[src/design/mexp_pkg.sv]
// ----------------------------------------------------------------------------
// Modular exponentiation package
// Shared widths, register indexes, reset values, controller states,
// datapath commands and the status bundle of the exponentiation block.
// ----------------------------------------------------------------------------
`default_nettype none

package mexp_pkg;

  // Width of every operand port.
  localparam int unsigned DATA_W = 64;

  // Default operand width inside the block.
  localparam int unsigned OPERAND_WIDTH_DEF = 64;

  // Configuration port index width and register indexes.
  localparam int unsigned CFG_IDX_W = 2;
  localparam logic [CFG_IDX_W-1:0] REG_GENERATOR_BASE = 2'd0;
  localparam logic [CFG_IDX_W-1:0] REG_MODULUS        = 2'd1;

  // Register values after reset.
  localparam logic [DATA_W-1:0] BASE_RESET = 64'd2;
  localparam logic [DATA_W-1:0] MOD_RESET  = 64'd1;

  // Controller states.
  typedef enum logic [3:0] {
    S_IDLE,
    S_REDUCE,
    S_RED_WB,
    S_CHECK,
    S_MUL,
    S_MUL_WB,
    S_SQR_CHECK,
    S_SQR,
    S_SQR_WB,
    S_FINISH
  } ctl_state_e;

  // Commands from the controller to the datapath.
  typedef enum logic [3:0] {
    CMD_NONE,
    CMD_LOAD,
    CMD_STEP_RED,
    CMD_STEP_MUL,
    CMD_WB_BASE,
    CMD_MUL_START,
    CMD_SQR_START,
    CMD_WB_ACC,
    CMD_SHIFT,
    CMD_DONE
  } cmd_e;

  // Datapath status seen by the controller.
  typedef struct packed {
    logic exp_bit;
    logic exp_zero;
  } dp_status_t;

endpackage

`default_nettype wire

[src/design/mexp_dp.sv]
// ----------------------------------------------------------------------------
// Modular exponentiation datapath
// Holds the configuration registers, the exponent shifter, the running
// result and base, and one bit-serial modular multiply step unit.
// ----------------------------------------------------------------------------
`default_nettype none

module mexp_dp #(
  parameter int unsigned OPERAND_WIDTH = mexp_pkg::OPERAND_WIDTH_DEF
) (
  input  wire logic                            clk_i,
  input  wire logic                            rst_ni,
  input  wire logic                            cfg_we_i,
  input  wire logic [mexp_pkg::CFG_IDX_W-1:0]  cfg_index_i,
  input  wire logic [mexp_pkg::DATA_W-1:0]     cfg_data_i,
  input  wire logic [mexp_pkg::DATA_W-1:0]     exponent_i,
  input  wire mexp_pkg::cmd_e                  cmd_i,
  output mexp_pkg::dp_status_t                 status_o,
  output logic      [mexp_pkg::DATA_W-1:0]     result_o
);

  import mexp_pkg::*;

  localparam int unsigned W = OPERAND_WIDTH;

  logic [W-1:0] base_q, mod_q;
  logic [W-1:0] exp_q, acc_q, b_q;
  logic [W-1:0] mul_a_q, mul_acc_q, mul_sh_q;
  logic [W-1:0] result_q;

  logic [W:0]   mod_ext;
  logic [W:0]   dbl_sum, add_sum;
  logic [W-1:0] dbl_res, addend, step_res, one_mod;

  // Configuration registers; user must write only while idle (unchecked).
  always_ff @(posedge clk_i or negedge rst_ni) begin
    if (!rst_ni) begin
      base_q <= W'(BASE_RESET);
      mod_q  <= W'(MOD_RESET);
    end else if (cfg_we_i) begin
      if (cfg_index_i == REG_GENERATOR_BASE) begin
        base_q <= cfg_data_i[W-1:0];
      end else if (cfg_index_i == REG_MODULUS) begin
        mod_q <= cfg_data_i[W-1:0];
      end
    end
  end

  // One step of double-and-add modulo the modulus. In reduce mode the
  // addend is the base bit, so shifting the base in bit by bit reduces it.
  always_comb begin
    mod_ext = {1'b0, mod_q};
    dbl_sum = {mul_acc_q, 1'b0};
    dbl_res = (dbl_sum >= mod_ext) ? W'(dbl_sum - mod_ext) : dbl_sum[W-1:0];
    if (!mul_sh_q[W-1]) begin
      addend = '0;
    end else if (cmd_i == CMD_STEP_RED) begin
      addend = W'(1);
    end else begin
      addend = mul_a_q;
    end
    add_sum  = {1'b0, dbl_res} + {1'b0, addend};
    step_res = (add_sum >= mod_ext) ? W'(add_sum - mod_ext) : add_sum[W-1:0];
    one_mod  = (mod_q == W'(1)) ? '0 : W'(1);
  end

  // Working registers, driven by the controller's command.
  always_ff @(posedge clk_i) begin
    unique case (cmd_i)
      CMD_NONE: begin
      end
      CMD_LOAD: begin
        exp_q     <= exponent_i[W-1:0];
        acc_q     <= one_mod;
        mul_acc_q <= '0;
        mul_sh_q  <= base_q;
      end
      CMD_STEP_RED, CMD_STEP_MUL: begin
        mul_acc_q <= step_res;
        mul_sh_q  <= {mul_sh_q[W-2:0], 1'b0};
      end
      CMD_WB_BASE: begin
        b_q <= mul_acc_q;
      end
      CMD_MUL_START: begin
        mul_acc_q <= '0;
        mul_a_q   <= acc_q;
        mul_sh_q  <= b_q;
      end
      CMD_SQR_START: begin
        mul_acc_q <= '0;
        mul_a_q   <= b_q;
        mul_sh_q  <= b_q;
      end
      CMD_WB_ACC: begin
        acc_q <= mul_acc_q;
        exp_q <= exp_q >> 1;
      end
      CMD_SHIFT: begin
        exp_q <= exp_q >> 1;
      end
      CMD_DONE: begin
        result_q <= (mod_q == '0) ? '0 : acc_q;
      end
    endcase
  end

  // Status and result.
  assign status_o.exp_bit  = exp_q[0];
  assign status_o.exp_zero = (exp_q == '0);
  assign result_o          = DATA_W'(result_q);

`ifndef NO_ASSERTIONS
  // A step keeps the partial product below a nonzero modulus.
  a_step_in_range: assert property (@(posedge clk_i) disable iff (!rst_ni)
    ((cmd_i == CMD_STEP_RED || cmd_i == CMD_STEP_MUL) && mod_q != '0 &&
     mul_acc_q < mod_q) |-> step_res < mod_q)
    else $error("modular step left the range of the modulus");

  // A zero modulus always yields a zero result.
  a_zero_mod: assert property (@(posedge clk_i) disable iff (!rst_ni)
    (cmd_i == CMD_DONE && mod_q == '0) |=> result_q == '0)
    else $error("nonzero result for a zero modulus");
`endif

endmodule

`default_nettype wire

[src/design/mexp_ctrl.sv]
// ----------------------------------------------------------------------------
// Modular exponentiation controller
// Sequences base reduction, multiply and square passes over the exponent
// bits, counts the bit-serial steps, and handles both handshakes.
// ----------------------------------------------------------------------------
`default_nettype none

module mexp_ctrl #(
  parameter int unsigned OPERAND_WIDTH = mexp_pkg::OPERAND_WIDTH_DEF
) (
  input  wire logic                 clk_i,
  input  wire logic                 rst_ni,
  input  wire logic                 in_valid_i,
  output logic                      in_stall_o,
  output logic                      out_valid_o,
  input  wire logic                 out_stall_i,
  input  wire mexp_pkg::dp_status_t status_i,
  output mexp_pkg::cmd_e            cmd_o
);

  import mexp_pkg::*;

  localparam int unsigned CntW = $clog2(OPERAND_WIDTH);

  ctl_state_e      state_q, state_d;
  logic [CntW-1:0] cnt_q, cnt_d;
  logic            out_valid_q, out_valid_d;
  logic            stepping, cnt_last, slot_free;

  assign stepping  = (state_q == S_REDUCE) || (state_q == S_MUL) || (state_q == S_SQR);
  assign cnt_last  = (cnt_q == CntW'(OPERAND_WIDTH - 1));
  assign slot_free = !out_valid_q || !out_stall_i;

  // Next state and step counter.
  always_comb begin
    state_d = state_q;
    cnt_d   = (stepping && !cnt_last) ? cnt_q + CntW'(1) : '0;
    unique case (state_q)
      S_IDLE:      if (in_valid_i) state_d = S_REDUCE;
      S_REDUCE:    if (cnt_last) state_d = S_RED_WB;
      S_RED_WB:    state_d = S_CHECK;
      S_CHECK: begin
        if (status_i.exp_zero) begin
          state_d = S_FINISH;
        end else if (status_i.exp_bit) begin
          state_d = S_MUL;
        end else begin
          state_d = S_SQR_CHECK;
        end
      end
      S_MUL:       if (cnt_last) state_d = S_MUL_WB;
      S_MUL_WB:    state_d = S_SQR_CHECK;
      S_SQR_CHECK: state_d = status_i.exp_zero ? S_FINISH : S_SQR;
      S_SQR:       if (cnt_last) state_d = S_SQR_WB;
      S_SQR_WB:    state_d = S_CHECK;
      S_FINISH:    if (slot_free) state_d = S_IDLE;
    endcase
  end

  // Datapath commands per state.
  always_comb begin
    cmd_o = CMD_NONE;
    unique case (state_q)
      S_IDLE:      if (in_valid_i) cmd_o = CMD_LOAD;
      S_REDUCE:    cmd_o = CMD_STEP_RED;
      S_RED_WB:    cmd_o = CMD_WB_BASE;
      S_CHECK: begin
        if (status_i.exp_zero) begin
          cmd_o = CMD_NONE;
        end else if (status_i.exp_bit) begin
          cmd_o = CMD_MUL_START;
        end else begin
          cmd_o = CMD_SHIFT;
        end
      end
      S_MUL:       cmd_o = CMD_STEP_MUL;
      S_MUL_WB:    cmd_o = CMD_WB_ACC;
      S_SQR_CHECK: cmd_o = status_i.exp_zero ? CMD_NONE : CMD_SQR_START;
      S_SQR:       cmd_o = CMD_STEP_MUL;
      S_SQR_WB:    cmd_o = CMD_WB_BASE;
      S_FINISH:    if (slot_free) cmd_o = CMD_DONE;
    endcase
  end

  // Output beat holds until taken.
  assign out_valid_d = (cmd_o == CMD_DONE) ? 1'b1 : (out_valid_q && out_stall_i);
  assign in_stall_o  = (state_q != S_IDLE);
  assign out_valid_o = out_valid_q;

  always_ff @(posedge clk_i or negedge rst_ni) begin
    if (!rst_ni) begin
      state_q     <= S_IDLE;
      cnt_q       <= '0;
      out_valid_q <= 1'b0;
    end else begin
      state_q     <= state_d;
      cnt_q       <= cnt_d;
      out_valid_q <= out_valid_d;
    end
  end

`ifndef NO_ASSERTIONS
  // An accepted beat starts the base reduction.
  a_accept_reduce: assert property (@(posedge clk_i) disable iff (!rst_ni)
    (in_valid_i && !in_stall_o) |=> state_q == S_REDUCE)
    else $error("accepted beat did not start base reduction");

  // The step counter rests at zero outside the stepping states.
  a_cnt_rest: assert property (@(posedge clk_i) disable iff (!rst_ni)
    !stepping |-> cnt_q == '0)
    else $error("step counter not cleared outside a pass");

  // A new result never overwrites one still waiting at the output.
  a_no_overwrite: assert property (@(posedge clk_i) disable iff (!rst_ni)
    (out_valid_q && out_stall_i) |-> cmd_o != CMD_DONE)
    else $error("result overwritten while stalled");
`endif

endmodule

`default_nettype wire

[src/design/modular_exponentiation_64.sv]
// ----------------------------------------------------------------------------
// Modular exponentiation, 64-bit
// Computes generator_base to the power of each exponent beat, modulo the
// configured modulus, by right-to-left binary square-and-multiply.
// ----------------------------------------------------------------------------
// Each exponent beat yields one result beat. The base is first reduced by
// shifting it into one bit-serial modular multiply unit, and every multiply
// or square then runs that same unit once per operand bit, one double-and-add
// per cycle. Per exponent bit up to the highest set bit the block does a
// square, preceded by a multiply when the bit is set; the square after the
// highest set bit is skipped. An exponent of zero goes to the finish
// straight after the reduction. One beat is worked at a time; the next beat
// is taken once the result sits in the output register, even while that
// result is stalled. A zero modulus gives a zero result. Configuration
// writes must happen while idle.
`default_nettype none

module modular_exponentiation_64 #(
  parameter int unsigned OPERAND_WIDTH = mexp_pkg::OPERAND_WIDTH_DEF
) (
  input  wire logic                           clk_i,
  input  wire logic                           rst_ni,
  input  wire logic                           cfg_we_i,
  input  wire logic [mexp_pkg::CFG_IDX_W-1:0] cfg_index_i,
  input  wire logic [mexp_pkg::DATA_W-1:0]    cfg_data_i,
  input  wire logic                           in_valid_i,
  output logic                                in_stall_o,
  input  wire logic [mexp_pkg::DATA_W-1:0]    exponent_i,
  output logic                                out_valid_o,
  input  wire logic                           out_stall_i,
  output logic      [mexp_pkg::DATA_W-1:0]    power_result_o
);

  import mexp_pkg::*;

  cmd_e       cmd;
  dp_status_t status;

  // Sequencer.
  mexp_ctrl #(
    .OPERAND_WIDTH(OPERAND_WIDTH)
  ) u_ctrl (
    .clk_i      (clk_i),
    .rst_ni     (rst_ni),
    .in_valid_i (in_valid_i),
    .in_stall_o (in_stall_o),
    .out_valid_o(out_valid_o),
    .out_stall_i(out_stall_i),
    .status_i   (status),
    .cmd_o      (cmd)
  );

  // Arithmetic and storage.
  mexp_dp #(
    .OPERAND_WIDTH(OPERAND_WIDTH)
  ) u_dp (
    .clk_i      (clk_i),
    .rst_ni     (rst_ni),
    .cfg_we_i   (cfg_we_i),
    .cfg_index_i(cfg_index_i),
    .cfg_data_i (cfg_data_i),
    .exponent_i (exponent_i),
    .cmd_i      (cmd),
    .status_o   (status),
    .result_o   (power_result_o)
  );

endmodule

`default_nettype wire
[config.mk]
export PLATFORM = sky130hd
export DESIGN_NAME = modular_exponentiation_64
export DESIGN_NICKNAME = d
export VERILOG_FILES = /design/src/design/mexp_pkg.sv /design/src/design/mexp_dp.sv /design/src/design/mexp_ctrl.sv /design/src/design/modular_exponentiation_64.sv
export SDC_FILE = /design/constraint.sdc
export NUM_CORES = 1
export LEC_CHECK = 0
export BUFFER_PORTS_ARGS = -buffer_cell sky130_fd_sc_hd__buf_2
export CORE_MARGIN = 1
export CORE_UTILIZATION = 25
export CTS_BUF_LIST = sky130_fd_sc_hd__clkbuf_8
export DETAILED_ROUTE_END_ITERATION = 8
export PLACE_DENSITY = 0.49
export SYNTH_ARGS = -nofsm -noshare
export SYNTH_HDL_FRONTEND = slang
export SYNTH_SLANG_ARGS = --single-unit
[constraint.sdc]
create_clock -name clk_i -period 25.3 [get_ports clk_i]
set_clock_uncertainty 0.2 [all_clocks]
set_input_delay 2.53 -clock clk_i [delete_from_list [all_inputs] [get_ports clk_i]]
set_output_delay 2.53 -clock clk_i [all_outputs]
set_load 0.1 [all_outputs]
==> flow_summary.yaml <==
yosys:
  syn_inst: 3395
  synth_compound_area_share_pct: 14.2
  synth.cell_area_sq_um: 35900
  synth.area.mux_share_pct: 9.77
  async_flop_share_pct: 23.7
  yosysSeqAreaShare_pct: 47.2
  syn-num-nets: 3726
  synth_top_family_by_area: "simple AND/OR/NAND/NOR gates"
  yosys.area_share.simple_pct: 14.3
  synth.ff_latch_count: 587
  synth-adder-area-share_pct: 6.93
  yosysWarnings: 0
  synth-xor-area-share_pct: 4.47
  synth_edf_count: 448
  synth_cell_type_count: 88
  avgSynthCellArea_sq_um: 10.6
  ys.flop_type: "edfxtp_1"
worst_setup_path:
  crit_path_end_kind: "flop"
  critPathTopFamily: "compound AO/OA/AOI/OAI gates"
  crit_type: "flop to flop"
  worst-path-buf-inv: 2
  cp_slowest_cell: "nor2_2"
  worstPathArrival_ns: 12.38
  critPathMaxStageDelay_ns: 0.78
  r2r_start: "u_dp.mod_q[10]"
  path_common_cell: "ha_1"
  critPathRequiredTime_ns: 25.74
  reg2reg_depth: 35
  reg2reg_to: "u_dp.mul_acc_q[40]"
  cp-start-kind: "flop"
  crit_fanout: 60
  reg2reg_slack_ns: 13.36
timing:
  fmax_mhz: 83.8
  hold_viol: 0
  finalCritPeriodShare_pct: 47.2
  fin_crit_ns: 11.94
  setup_violations: 0
  slew_headroom_pct: 24.8
  slew_violations: 0
  tightest_slew_ns: 1.13
  finalSetupTns_ns: 0
  rsz0062_at_grt: "no"
min_path:
  min_path_type: "flop to flop"
  hold_depth: 1
  holdPathEnd: "u_ctrl.cnt_q[0]"
  hold_start: "u_ctrl.cnt_q[0]"
routing:
  post_drt_wl_per_cell_um: 22.0
  drt-total-wl_mm: 122
  ant_nets: 0
  avgViaCountPerCell: 4.96
  first_pass_iters: 5
  drc: 0
  first_iter_violations: 2052
  vias: 27541
placed_design:
  dp_hpwl_mm: 89.4
  port_buffers: 200
  gp_congestion: 0.943
final_layout:
  drive_above_1_share_pct: 18.2
  fin_nets: 3901
  area_growth_pct: 14.5
  final.fill_count: 15009
die:
  die_w_um: 381
  start_util_pct: 25.3
  core-area_sq_um: 142000
  die_area_sq_um: 145000
  num_rows: 138
  ios: 201
  die_y_um: 381
job:
  max_cap_violations: 0
cts:
  h-tree-depth: 3
  cts.sinks: 587
  cts_post_setup_buffers_inserted: 0
  cts_tree: "yes"
  clk_path_buf_depth: 3
  holdBufCountCts: 0
  cts_buffers: 108
  clkSlewWorstSetupHoldPaths_ns: 0.07
  worstSkewPairLatency_ns: 0.80
  clock-root-buffer: "clkbuf_8"
  cts_resized: 0
global_route:
  grt_overflow: 0
  antenna_found_initial: 10
  grt_first_pass_wirelength_mm: 182
  track_usage_pct: 16.5
  grt_max_degree: 85
  grt_pass1_vias: 27735
run_status:
  status: "finished, final reports clean"
==> how the worst max path moves through the flow <==
stage	startpoint	endpoint	slack, ns	cells after the start
CTS	u_dp.mod_q[7]	u_dp.mul_acc_q[40]	13.56	35
global placement	u_dp.mod_q[7]	u_dp.mul_acc_q[40]	13.70	34
global route	u_dp.mod_q[9]	u_dp.mul_acc_q[40]	13.01	36
detailed placement	u_dp.mod_q[8]	u_dp.mul_acc_q[52]	13.65	35
floorplan	u_dp.mul_acc_q[29]	u_dp.mul_acc_q[46]	16.84	39
finish	u_dp.mod_q[10]	u_dp.mul_acc_q[40]	13.36	35
==> cell type report <==
class	instances	area, sq um	share of cell area [%]
Antenna cell	4	10.0	0.0244
Clock buffer	118	1620	3.96
Clock inverter	85	472	1.15
Inverter	117	439	1.07
Multi-Input combinational cell	2522	17900	43.7
Sequential cell	587	16900	41.3
Tap cell	1890	2360	5.76
Timing Repair Buffer	234	1260	3.08
==> cells in the mapped netlist (15+ instances only) <==
library cell / count / share of area (%)
edfxtp_1: 448 / 38
buf_2: 19 / 0.27
nor4_1: 39 / 0.68
a22oi_1: 63 / 1.3
mux2i_1: 45 / 1.3
a21oi_1: 266 / 3.7
a21o_1: 107 / 2.2
xor2_1: 74 / 1.8
and2_1: 154 / 2.7
nand2b_1: 27 / 0.47
clkbuf_1: 145 / 1.5
o21bai_1: 36 / 0.75
mux2_1: 15 / 0.47
a211oi_1: 27 / 0.57
mux2_2: 256 / 8.0
a31oi_1: 25 / 0.44
and3_1: 87 / 1.5
ha_1: 193 / 6.7
nand4_1: 47 / 0.82
o21a_1: 15 / 0.31
nor2_1: 216 / 2.3
nor2b_1: 24 / 0.42
dfrtp_1: 137 / 9.6
nand2_1: 298 / 3.1
nand3_1: 63 / 0.88
o21ai_0: 106 / 1.5
nor3_1: 39 / 0.54
xnor2_1: 109 / 2.7
inv_1: 117 / 1.2
==> layout by cell type (no fill, tap or decap), types with 137 or more instances in the layout <==
cell type	synthesis	final
buf_2	19	199
mux2_2	256	256
a21oi_1	266	264
and2_1	154	153
edfxtp_1	448	448
nor2_1	216	212
dfrtp_1	137	137
ha_1	193	193
nand2_1	298	296
inv_1	117	168
==> logic make-up after synthesis <==
family                   after synthesis
multiplexers                         316
AO/OA/AOI/OAI                        791
adder cells (fa/ha/maj)              197
AND/OR/NAND/NOR                     1035
flip-flops                           587
buffers and inverters                286
XOR/XNOR                             183
==> state kept, by name (all words and copies together) (netlist names) <==
name                cells
u_dp.mul_sh_q          64
u_dp.mul_a_q           64
u_dp.mod_q             64
u_dp.mul_acc_q         64
u_dp.acc_q             64
u_ctrl.out_valid_o      1
u_dp.b_q               64
u_dp.base_q            64
u_ctrl.cnt_q            6
u_dp.result_o          64
u_ctrl.state_q          4
u_dp.exp_q             64
==> metal layers <==
layer	up-vias	GRT usage, %	part of all wire (%)
met5	-	0	0
met4	0	4.32	2.3
met3	167	2.51	4.8
met2	772	26.9	46
met1	13702	22.6	46
li1	12900	-	-
==> metrics by stage <==
step	util, %	instances	worst slack (ns)	area (sq um)	hold WS [ns]
after floorplan	-	3395	16.84	35900	0.232
after global placement	27.4	5350	13.70	38900	0.254
after detailed placement	27.4	5350	13.65	38900	0.259
after CTS	28.9	5553	13.56	41000	0.267
after global routing	28.9	5556	13.01	41000	0.275
final	28.9	5557	13.36	41000	0.266
Power is left out: the tool's default activity adds up to more than one toggle a clock period on the data nets, which glitch-free logic cannot reach.
